`config.mk`:
```
export PLATFORM = sky130hd
export DESIGN_NAME = sprite_clip_blit_top
export DESIGN_NICKNAME = d
export VERILOG_FILES = /design/src/sv/scb_pkg.sv /design/src/sv/scb_regs.sv /design/src/sv/scb_fetch.sv /design/src/sv/scb_map.sv /design/src/sv/sprite_clip_blit_top.sv
export SDC_FILE = /design/constraint.sdc
export NUM_CORES = 1
export LEC_CHECK = 0
export BUFFER_PORTS_ARGS = -buffer_cell sky130_fd_sc_hd__buf_4
export CORE_MARGIN = 2
export CORE_UTILIZATION = 40
export DETAILED_ROUTE_END_ITERATION = 6
export HOLD_SLACK_MARGIN = 0.02
export SLEW_MARGIN = 40
export SYNTH_ARGS = -nofsm -noshare
export SYNTH_HDL_FRONTEND = slang
export SYNTH_SLANG_ARGS = --single-unit
```
`constraint.sdc`:
```
create_clock -name aclk -period 7.99 [get_ports aclk]
set_input_delay 0.799 -clock aclk [delete_from_list [all_inputs] [get_ports aclk]]
set_output_delay 0.799 -clock aclk [all_outputs]
set_load 0.02 [all_outputs]
```
`src/sv/scb_pkg.sv`:
```
// ----------------------------------------------------------------------------
// scb_pkg
// Shared types and constants of the colour-keyed sprite blitter.
// ----------------------------------------------------------------------------
`default_nettype none

package scb_pkg;

    localparam int SCREEN_WIDTH_DEF  = 128;
    localparam int SCREEN_HEIGHT_DEF = 128;

    localparam int APB_ADDR_W = 5;
    localparam int APB_DATA_W = 32;
    localparam int FB_ADDR_W  = 14;
    localparam int POS_W      = 18;

    localparam logic [15:0] KEY_COLOR_RESET = 16'hE01F;

    typedef enum logic [2:0] {
        REG_DEST_X       = 3'd0,
        REG_DEST_Y       = 3'd1,
        REG_IMAGE_WIDTH  = 3'd2,
        REG_IMAGE_HEIGHT = 3'd3,
        REG_KEY_COLOR    = 3'd4
    } reg_index_t;

    typedef struct packed {
        logic [15:0] dest_x;
        logic [15:0] dest_y;
        logic [7:0]  image_width;
        logic [7:0]  image_height;
        logic [15:0] key_color;
    } scb_cfg_t;

    typedef struct packed {
        logic        valid;
        logic [15:0] pixel;
        logic [7:0]  column;
        logic [7:0]  row;
        logic        last;
    } scb_stage_t;

endpackage

`default_nettype wire

```
`src/sv/scb_regs.sv`:
```
// ----------------------------------------------------------------------------
// scb_regs
// APB register file: position, geometry and key colour.
// ----------------------------------------------------------------------------
`default_nettype none

module scb_regs
    import scb_pkg::*;
(
    input  wire logic                  aclk,
    input  wire logic                  aresetn,
    input  wire logic                  psel,
    input  wire logic                  penable,
    input  wire logic                  pwrite,
    input  wire logic [APB_ADDR_W-1:0] paddr,
    input  wire logic [APB_DATA_W-1:0] pwdata,
    output logic      [APB_DATA_W-1:0] prdata,
    output logic                       pready,
    output scb_cfg_t                   cfg
);

    scb_cfg_t   cfg_reg;
    reg_index_t index;
    logic       write_en;

    assign index    = reg_index_t'(paddr[4:2]);
    assign pready   = 1'b1;
    assign write_en = psel && penable && pwrite;
    assign cfg      = cfg_reg;

    always_ff @(posedge aclk) begin
        if (!aresetn) begin
            cfg_reg.dest_x       <= '0;
            cfg_reg.dest_y       <= '0;
            cfg_reg.image_width  <= 8'd1;
            cfg_reg.image_height <= 8'd1;
            cfg_reg.key_color    <= KEY_COLOR_RESET;
        end else if (write_en) begin
            case (index)
                REG_DEST_X:       cfg_reg.dest_x       <= pwdata[15:0];
                REG_DEST_Y:       cfg_reg.dest_y       <= pwdata[15:0];
                REG_IMAGE_WIDTH:  cfg_reg.image_width  <= pwdata[7:0];
                REG_IMAGE_HEIGHT: cfg_reg.image_height <= pwdata[7:0];
                REG_KEY_COLOR:    cfg_reg.key_color    <= pwdata[15:0];
                default: ;
            endcase
        end
    end

    always_comb begin
        case (index)
            REG_DEST_X:       prdata = {16'd0, cfg_reg.dest_x};
            REG_DEST_Y:       prdata = {16'd0, cfg_reg.dest_y};
            REG_IMAGE_WIDTH:  prdata = {24'd0, cfg_reg.image_width};
            REG_IMAGE_HEIGHT: prdata = {24'd0, cfg_reg.image_height};
            REG_KEY_COLOR:    prdata = {16'd0, cfg_reg.key_color};
            default:          prdata = '0;
        endcase
    end

endmodule

`default_nettype wire

```
`src/sv/scb_fetch.sv`:
```
// ----------------------------------------------------------------------------
// scb_fetch
// Input stage: registers each word with its stored column and row.
// ----------------------------------------------------------------------------
`default_nettype none

module scb_fetch
    import scb_pkg::*;
(
    input  wire logic        aclk,
    input  wire logic        aresetn,
    input  wire scb_cfg_t    cfg,
    input  wire logic        s_valid,
    output logic             s_ready,
    input  wire logic [15:0] s_pixel_word,
    input  wire logic        advance,
    output scb_stage_t       stage
);

    scb_stage_t stage_reg;
    logic [7:0] column_count_reg, column_count_next;
    logic [7:0] row_count_reg, row_count_next;
    logic [8:0] stored_width;
    logic       row_end;
    logic       last_row;
    logic       accept;

    assign s_ready = !stage_reg.valid || advance;
    assign accept  = s_valid && s_ready;
    assign stage   = stage_reg;

    // stored rows are padded to an even width
    assign stored_width = ({1'b0, cfg.image_width} + 9'd1) & 9'h1FE;
    assign row_end      = ({1'b0, column_count_reg} + 9'd1) >= stored_width;
    assign last_row     = ({1'b0, row_count_reg} + 9'd1) >= {1'b0, cfg.image_height};

    always_comb begin
        column_count_next = column_count_reg;
        row_count_next    = row_count_reg;
        if (accept) begin
            if (row_end) begin
                column_count_next = '0;
                row_count_next    = last_row ? 8'd0 : row_count_reg + 8'd1;
            end else begin
                column_count_next = column_count_reg + 8'd1;
            end
        end
    end

    always_ff @(posedge aclk) begin
        if (!aresetn) begin
            column_count_reg <= '0;
            row_count_reg    <= '0;
            stage_reg.valid  <= 1'b0;
        end else begin
            column_count_reg <= column_count_next;
            row_count_reg    <= row_count_next;
            if (s_ready) begin
                stage_reg.valid <= s_valid;
            end
        end
        if (accept) begin
            stage_reg.pixel  <= s_pixel_word;
            stage_reg.column <= column_count_reg;
            stage_reg.row    <= row_count_reg;
            stage_reg.last   <= row_end && last_row;
        end
    end

    a_col_step: assert property (@(posedge aclk) disable iff (!aresetn)
        accept && !row_end |=> column_count_reg == $past(column_count_reg) + 8'd1)
        else $error("column count did not step");

    a_row_step: assert property (@(posedge aclk) disable iff (!aresetn)
        accept && row_end && !last_row |=>
            column_count_reg == 8'd0 && row_count_reg == $past(row_count_reg) + 8'd1)
        else $error("row count did not step at row end");

    a_stage_hold: assert property (@(posedge aclk) disable iff (!aresetn)
        stage_reg.valid && !advance |=> stage_reg.valid && $stable(stage_reg.pixel))
        else $error("stalled stage lost its word");

endmodule

`default_nettype wire

```
`src/sv/scb_map.sv`:
```
// ----------------------------------------------------------------------------
// scb_map
// Result stage: screen mapping, clipping, colour key and address.
// ----------------------------------------------------------------------------
`default_nettype none

module scb_map
    import scb_pkg::*;
#(
    parameter int SCREEN_WIDTH  = SCREEN_WIDTH_DEF,
    parameter int SCREEN_HEIGHT = SCREEN_HEIGHT_DEF
) (
    input  wire logic                 aclk,
    input  wire logic                 aresetn,
    input  wire scb_cfg_t             cfg,
    input  wire scb_stage_t           stage,
    output logic                      advance,
    output logic                      m_valid,
    input  wire logic                 m_ready,
    output logic                      m_write_enable,
    output logic      [FB_ADDR_W-1:0] m_fb_address,
    output logic      [15:0]          m_fb_color,
    output logic                      m_last_word
);

    localparam logic signed [POS_W-1:0] SW_POS  = POS_W'(SCREEN_WIDTH);
    localparam logic signed [POS_W-1:0] SH_POS  = POS_W'(SCREEN_HEIGHT);
    localparam logic [FB_ADDR_W-1:0]    SW_ADDR = FB_ADDR_W'(SCREEN_WIDTH);

    logic                       m_valid_reg;
    logic                       write_enable_reg, write_enable_next;
    logic [FB_ADDR_W-1:0]       fb_address_reg, fb_address_next;
    logic [15:0]                fb_color_reg, fb_color_next;
    logic                       last_word_reg;
    logic signed [POS_W-1:0]    sx, sy;
    logic [FB_ADDR_W-1:0]       addr;
    logic                       visible;

    assign advance = !m_valid_reg || m_ready;

    assign sx = $signed({{2{cfg.dest_x[15]}}, cfg.dest_x})
              + $signed({10'd0, stage.column});
    assign sy = $signed({{2{cfg.dest_y[15]}}, cfg.dest_y})
              + $signed({10'd0, cfg.image_height})
              - $signed(18'd1)
              - $signed({10'd0, stage.row});

    assign visible = (stage.column < cfg.image_width)
                  && !sx[POS_W-1] && (sx < SW_POS)
                  && !sy[POS_W-1] && (sy < SH_POS);

    // only the low address bits are kept
    assign addr = sy[FB_ADDR_W-1:0] * SW_ADDR + sx[FB_ADDR_W-1:0];

    always_comb begin
        write_enable_next = visible && (stage.pixel != cfg.key_color);
        fb_address_next   = write_enable_next ? addr : '0;
        fb_color_next     = write_enable_next ? stage.pixel : '0;
    end

    always_ff @(posedge aclk) begin
        if (!aresetn) begin
            m_valid_reg <= 1'b0;
        end else if (advance) begin
            m_valid_reg <= stage.valid;
        end
        if (advance && stage.valid) begin
            write_enable_reg <= write_enable_next;
            fb_address_reg   <= fb_address_next;
            fb_color_reg     <= fb_color_next;
            last_word_reg    <= stage.last;
        end
    end

    assign m_valid        = m_valid_reg;
    assign m_write_enable = write_enable_reg;
    assign m_fb_address   = fb_address_reg;
    assign m_fb_color     = fb_color_reg;
    assign m_last_word    = last_word_reg;

    a_no_write_zero: assert property (@(posedge aclk) disable iff (!aresetn)
        m_valid_reg && !write_enable_reg |-> fb_address_reg == '0 && fb_color_reg == '0)
        else $error("suppressed write carries data");

    a_key_dropped: assert property (@(posedge aclk) disable iff (!aresetn)
        m_valid_reg && write_enable_reg |-> fb_color_reg != cfg.key_color)
        else $error("key colour written");

endmodule

`default_nettype wire

```
`src/sv/sprite_clip_blit_top.sv`:
```
// ----------------------------------------------------------------------------
// sprite_clip_blit_top
// Colour-keyed sprite blitter with screen clipping.
// ----------------------------------------------------------------------------
// Pixel words of a bitmap arrive in storage order (rows bottom-up, each row
// padded to an even width); each transaction yields one framebuffer write
// result, with write_enable low for pad columns, off-screen pixels and the
// key colour. One word is taken every clock while m_ready does not stall the
// output; a word's result is registered first in the input register and then
// in the result register. The column and row counters wrap after the last
// stored word, flagged by last_word. Registers must be written over APB only
// while no transaction is in flight; the block itself does not enforce this.
// ----------------------------------------------------------------------------
`default_nettype none

module sprite_clip_blit_top
    import scb_pkg::*;
#(
    parameter int SCREEN_WIDTH  = SCREEN_WIDTH_DEF,
    parameter int SCREEN_HEIGHT = SCREEN_HEIGHT_DEF
) (
    input  wire logic                  aclk,
    input  wire logic                  aresetn,
    input  wire logic                  psel,
    input  wire logic                  penable,
    input  wire logic                  pwrite,
    input  wire logic [APB_ADDR_W-1:0] paddr,
    input  wire logic [APB_DATA_W-1:0] pwdata,
    output logic      [APB_DATA_W-1:0] prdata,
    output logic                       pready,
    input  wire logic                  s_valid,
    output logic                       s_ready,
    input  wire logic [15:0]           s_pixel_word,
    output logic                       m_valid,
    input  wire logic                  m_ready,
    output logic                       m_write_enable,
    output logic      [FB_ADDR_W-1:0]  m_fb_address,
    output logic      [15:0]           m_fb_color,
    output logic                       m_last_word
);

    scb_cfg_t   cfg;
    scb_stage_t stage;
    logic       advance;

    scb_regs u_regs (
        .aclk    (aclk),
        .aresetn (aresetn),
        .psel    (psel),
        .penable (penable),
        .pwrite  (pwrite),
        .paddr   (paddr),
        .pwdata  (pwdata),
        .prdata  (prdata),
        .pready  (pready),
        .cfg     (cfg)
    );

    scb_fetch u_fetch (
        .aclk         (aclk),
        .aresetn      (aresetn),
        .cfg          (cfg),
        .s_valid      (s_valid),
        .s_ready      (s_ready),
        .s_pixel_word (s_pixel_word),
        .advance      (advance),
        .stage        (stage)
    );

    scb_map #(
        .SCREEN_WIDTH  (SCREEN_WIDTH),
        .SCREEN_HEIGHT (SCREEN_HEIGHT)
    ) u_map (
        .aclk           (aclk),
        .aresetn        (aresetn),
        .cfg            (cfg),
        .stage          (stage),
        .advance        (advance),
        .m_valid        (m_valid),
        .m_ready        (m_ready),
        .m_write_enable (m_write_enable),
        .m_fb_address   (m_fb_address),
        .m_fb_color     (m_fb_color),
        .m_last_word    (m_last_word)
    );

endmodule

`default_nettype wire
```
==> results of run 1 <==
-- area by class of cell --
| class | instances | area, um^2 | share of cell area [%] |
|---|---|---|---|
| well taps | 280 | 350 | 3.33 |
| clock inverters | 10 | 146 | 1.39 |
| multi-input cells | 754 | 5030 | 47.9 |
| repair buffers | 96 | 741 | 7.05 |
| inverters | 41 | 156 | 1.49 |
| clock buffers | 22 | 487 | 4.63 |
| flip-flops and latches | 147 | 3590 | 34.2 |
-- report_power, final --
part | internal, uW | switching [uW] | total [uW]
clock | 532 | 325 | 857
combinational | 73.0 | 128 | 200
sequential | 806 | 15.7 | 822
total | 1410 | 469 | 1880
-- path summary, 6_finish.rpt --
path,start,endpoint,slack (ps),cells after the start
max reg2reg,u_regs.cfg[16],u_map.m_write_enable,3580,15
min reg2reg,u_fetch.stage[0],u_map.m_last_word,430,0
max,u_regs.cfg[16],u_map.m_write_enable,3580,15
min,u_fetch.stage[0],u_map.m_last_word,430,0
-- cell families (layout without fill, tap and decap cells) --
| logic type | after synthesis | count (layout) |
|---|---|---|
| muxes | 27 | 27 |
| buffers and inverters | 110 | 169 |
| DFF | 147 | 147 |
| other | 2 | 17 |
| and+or+nand+nor | 383 | 383 |
| adders and majority gates | 60 | 60 |
| xor gates and xnor gates | 69 | 69 |
| AOI/OAI and AO/OA | 198 | 198 |
-- placed cells by master, fill, tap and decap left out, types with 8 or more instances in the layout --
cell and count:
nand3_1 36, a21o_1 13, conb_1 17, o21ai_0 25, nand2b_1 9, xor2_1 13
nand2_1 172, o22ai_1 8, and3_1 12, nand4_1 11, o21a_1 8, xnor2_1 55
nor3_1 9, inv_1 39, buf_4 95, clkbuf_16 19, edfxtp_1 65, mux2i_1 26
ha_1 56, a21oi_1 76, a22oi_1 18, nor2_1 55, dfxtp_1 82, nor4_2 30
-- routing by layer --
layer	track usage (%)	routed length [um]	share of wire, %	vias to the layer above
met1	29.8	12100	48	3519
met3	3.64	1350	5.4	27
met4	5.11	387	1.6	0
li1	-	-	-	3633
met2	32.6	11100	45	228
met5	0	0	0	-
-- critical path, stage by stage (launching register included) --
cell      delay, ps
dfxtp_1         410
ha_1            230
inv_1            70
fa_1            410
nand2b_1        200
nand2b_1         90
a21oi_1          80
xnor2_1         140
ha_1            350
nand3_1         110
o211ai_1        130
o41ai_1         600
xnor2_1         190
nand2_1          90
or4_4           820
nor4b_1         320
-- metrics by stage --
step           utilization [%]  worst slack (ps)  power [uW]  hold WS (ps)  instances
4_1_cts                   47.7              3600        1890           430       1350
6_report                  47.7              3580        1880           425       1350
3_3_place_gp              44.6              3300        1030           408       1317
5_1_grt                   47.7              3280        1940           435       1350
2_1_floorplan                -              4280         966           400       1011
3_5_place_dp              44.8              3630        1040           420       1318
==> impl_metrics.tcl, run 1 <==
set metrics [dict create \
    place_congestion 0.884 \
    clk_latency_ps 430 \
    critPathArrivalTime_ps 4650 \
    remaining_drc_errors 0 \
    status "finished, final reports clean" \
    area_growth_syn_to_layout_pct 16.3 \
    clock-root-buffer "clkbuf_16" \
    synth-main-ff-cell "dfxtp_1" \
    grt_max_degree 51 \
    grt_pass1_wl_um 38600 \
    via_count 7407 \
    htree_levels 4 \
    die_area_um2 23800 \
    fin_skew_ps 13.4 \
    tightest_slew_ps 789 \
    power_leakage_uw 0.00408 \
    rows 54 \
    netlist_instances 996 \
    max_slew_margin_pct 47.2 \
    synth_top_family_by_area "simple AND/OR/NAND/NOR gates" \
    ant_nets 0 \
    synth_xor_area_share_pct 6.84 \
    drt_iter0_drc 640 \
    dpl_cell_area_um2 9870 \
    antenna_found_initial 0 \
    synth.mux.area_fraction_pct 3.01 \
    place.port_buffers 91 \
    cts_tree "done" \
    die_h_um 154 \
    largest_reg_flops 64 \
    fin_area_um2 10500 \
    grt_pass1_vias 7002 \
    powerDensity_nw_per_um2 179 \
    postCtsResizedCells 0 \
    wl_per_cell_um 18.4 \
    grt_overflow_total 0 \
    synth_seq_area_share_pct 39.8 \
    dr.pass1.iters 5 \
    cts-buffers-inserted 17 \
    cts_setup_buffers 0 \
    yosys.area.top_type "edfxtp_1" \
    critical_path_required_ps 8230 \
    yosys-top-cells-count "nand2_1, dfxtp_1, a21oi_1" \
    ir_drop_mv 0.110 \
    hold_buffers 0 \
    ys_ff_latch 147 \
    track_usage_pct 20.8 \
    drv_slew 0 \
    fin_crit_sh_pct 55.2 \
    avgSynthCellArea_um2 9.07 \
    crit_path_end_kind "register" \
    dp_hpwl_um 18200 \
    yosysWarnings 0 \
    start_util_pct 41.0 \
    drt-total-wl_um 24900 \
    synth.area.top_cells "edfxtp_1, dfxtp_1, ha_1, nand2_1, xnor2_1" \
    synthAdderAreaFrac_pct 8.64 \
    viasPerCell 5.49 \
    async_flop_share_pct 0 \
    critPathLaunchType "register" \
    fin_crit_ps 4410 \
    dieWidth_um 154 \
    finalSetupTns_ps 0 \
    synth-compound-area-share_pct 13.9 \
    hp-class "register to register" \
    final_net_count 1177 \
    maxCapViolCount 0 \
    cts.sinks 147 \
    synth_area_um2 9030 \
    ios 127 \
    num_antenna_cells 0 \
    yosysMostFrequentCell "nand2_1" \
    setup_viol 0 \
    synth_edf_count 65 \
    crit_type "register to register" \
    cts.clk_slew.worst_paths_ps 60 \
    max_freq_mhz 227 \
    critPathMaxFanout 31 \
    hold_viol_final 0 \
    drive_above_1_share_pct 16.3 \
    yosysTopAreaCellShare_pct 21.6 \
    cts_buffer_depth 2 \
    synthDistinctLibCells 72 \
    yosys.area_share.simple_pct 22.1 \
    grt_setup_unrepaired "no" \
    core_um2 22000 \
    nFillCells 2160 \
]
(Power assumes the default switching activity.)
==> inputs of run 2 (changes only) <==
==> constraint.sdc (replaced) <==
create_clock -name aclk -period 4.35 [get_ports aclk]
set_input_delay 0.435 -clock aclk [delete_from_list [all_inputs] [get_ports aclk]]
set_output_delay 0.435 -clock aclk [all_outputs]
set_load 0.02 [all_outputs]
==> run 2 against run 1 <==
Utilization increased by 0.097 points; critical path depth grew 2; register-to-register slack got worse by 3400 ps; clock-buffer cell count down 5; first-iteration DRC count fell by 8.4%; final cell count grew 0.52%; combinational power grew 86%.
==> impl_metrics.tcl, run 2 (synthesis gave the netlist of run 1 again) <==
set metrics [dict create \
    setup_slack_ps 134 \
    hold_buffers 0 \
    final_net_count 1184 \
    place_congestion 0.900 \
    fin_crit_ps 4220 \
    fin_crit_sh_pct 96.9 \
    start_util_pct 41.0 \
    ant_nets 0 \
    max_slew_margin_pct 44.1 \
    cp-startpoint "u_regs.cfg[16]" \
    fin_skew_ps 12.5 \
    rr_startpoint "u_regs.cfg[16]" \
    final_common_cell "nand2_1" \
    dieWidth_um 154 \
    critical_path_required_ps 4560 \
    cts_tree "done" \
    finalSetupTns_ps 0 \
    power_leakage_uw 0.00411 \
    place.port_buffers 91 \
    drv_slew 0 \
    via_count 7355 \
    rows 54 \
    die_h_um 154 \
    clk_latency_ps 430 \
    cts_setup_buffers 0 \
    place_ws_ps 177 \
    core_um2 22000 \
    hp-class "input pin to register" \
    die_area_um2 23800 \
    antenna_found_initial 0 \
    wl_per_cell_um 18.3 \
    ff2ff_setup_slack_ps 130 \
    p_total_uw 3340 \
    post-route-util_pct 47.8 \
    powerDensity_nw_per_um2 318 \
    num_antenna_cells 0 \
    setup_viol 0 \
    cts.sinks 147 \
    grt_max_degree 48 \
    ir_drop_mv 0.230 \
    fin_area_um2 10500 \
    critPathMaxFanout 31 \
    status "finished, final reports clean" \
    cts.clk_slew.worst_paths_ps 60 \
    cts-buffers-inserted 17 \
    largest_reg_flops 64 \
    drt_iter0_drc 586 \
    tightest_slew_ps 835 \
    drt-total-wl_um 24800 \
    critPathArrivalTime_ps 4430 \
    htree_levels 4 \
    hold_viol_final 0 \
    dpl_cell_area_um2 9940 \
    viasPerCell 5.42 \
    grt_pass1_wl_um 38900 \
    track_usage_pct 21.0 \
    drive_above_1_share_pct 16.9 \
    critPathLaunchType "register" \
    max_freq_mhz 237 \
    min_from "s_pixel_word[9]" \
    dp_hpwl_um 18300 \
    ios 127 \
    grt_pass1_vias 6966 \
    crit_path_end_kind "register" \
    area_growth_syn_to_layout_pct 16.5 \
    final_cell_mix "nand2_1, buf_4, dfxtp_1" \
    crit_type "register to register" \
    clock-root-buffer "clkbuf_16" \
    dr.pass1.iters 6 \
    cts_buffer_depth 2 \
    grt_overflow_total 0 \
    remaining_drc_errors 0 \
    maxCapViolCount 0 \
]
==> run 2: cell types whose count changed in the layout (fill, tap and decap cells not counted), sizes merged <==
cell and delta:
inv +4, buf +7, bufinv -1, clkinv +1
clkbuf -5, clkinvlp +1
==> run 2: timing repair <==
action	CTS	global route
endpoints found under the setup margin	0	5
resized for setup	0	1
endpoints found under the hold margin	0	0
==> run 2: layout make-up <==
cell class / instances / area [um^2]
fillers: 2144 / 11500
repair buffers: 103 / 818
clock buffers: 17 / 425
flip-flops and latches: 147 / 3590
well taps: 280 / 350
multi-input cells: 754 / 5030
inverters: 41 / 156
clock inverters: 15 / 154
==> run 2: where the power goes <==
part	internal [uW]	switching, uW	leakage (uW)
registers	1480	28.0	0.00130
logic	137	235	0.00253
clock network	849	614	0.000282
==> run 2: metal layers <==
metal	wire [um]	GRT usage (%)	up-vias
met1	12000	30.6	3420
met4	385	5.42	0
met2	10900	31.6	258
li1	-	-	3648
met5	0	0	-
met3	1520	4.79	29
==> run 2: path summary, 6_finish.rpt <==
path | endpoint | cells past startpoint
worst max-delay path | u_map.m_write_enable | 17
worst min-delay path | u_fetch.stage[26] | 1
worst max register to register | u_map.m_write_enable | 17
worst min register to register | u_map.m_last_word | 0
==> run 2: critical path: stages (launching register included) <==
cell,delay [ps]
dfxtp_1,400
ha_1,210
inv_1,60
fa_1,380
nand2b_1,200
nand2b_1,80
a21oi_1,80
xnor2_1,130
ha_1,350
nand3_1,110
o211ai_1,140
o41ai_2,250
buf_4,180
xnor2_1,110
nand2_1,70
or4_2,700
buf_12,210
nor4b_1,310
==> run 2: metrics by stage <==
stage / instances / hold WS [ps]
final: 1357 / 181
after global routing: 1357 / 163
after CTS: 1357 / 169
after detailed placement: 1325 / 418
after global placement: 1324 / 408
after floorplan: 1011 / 400
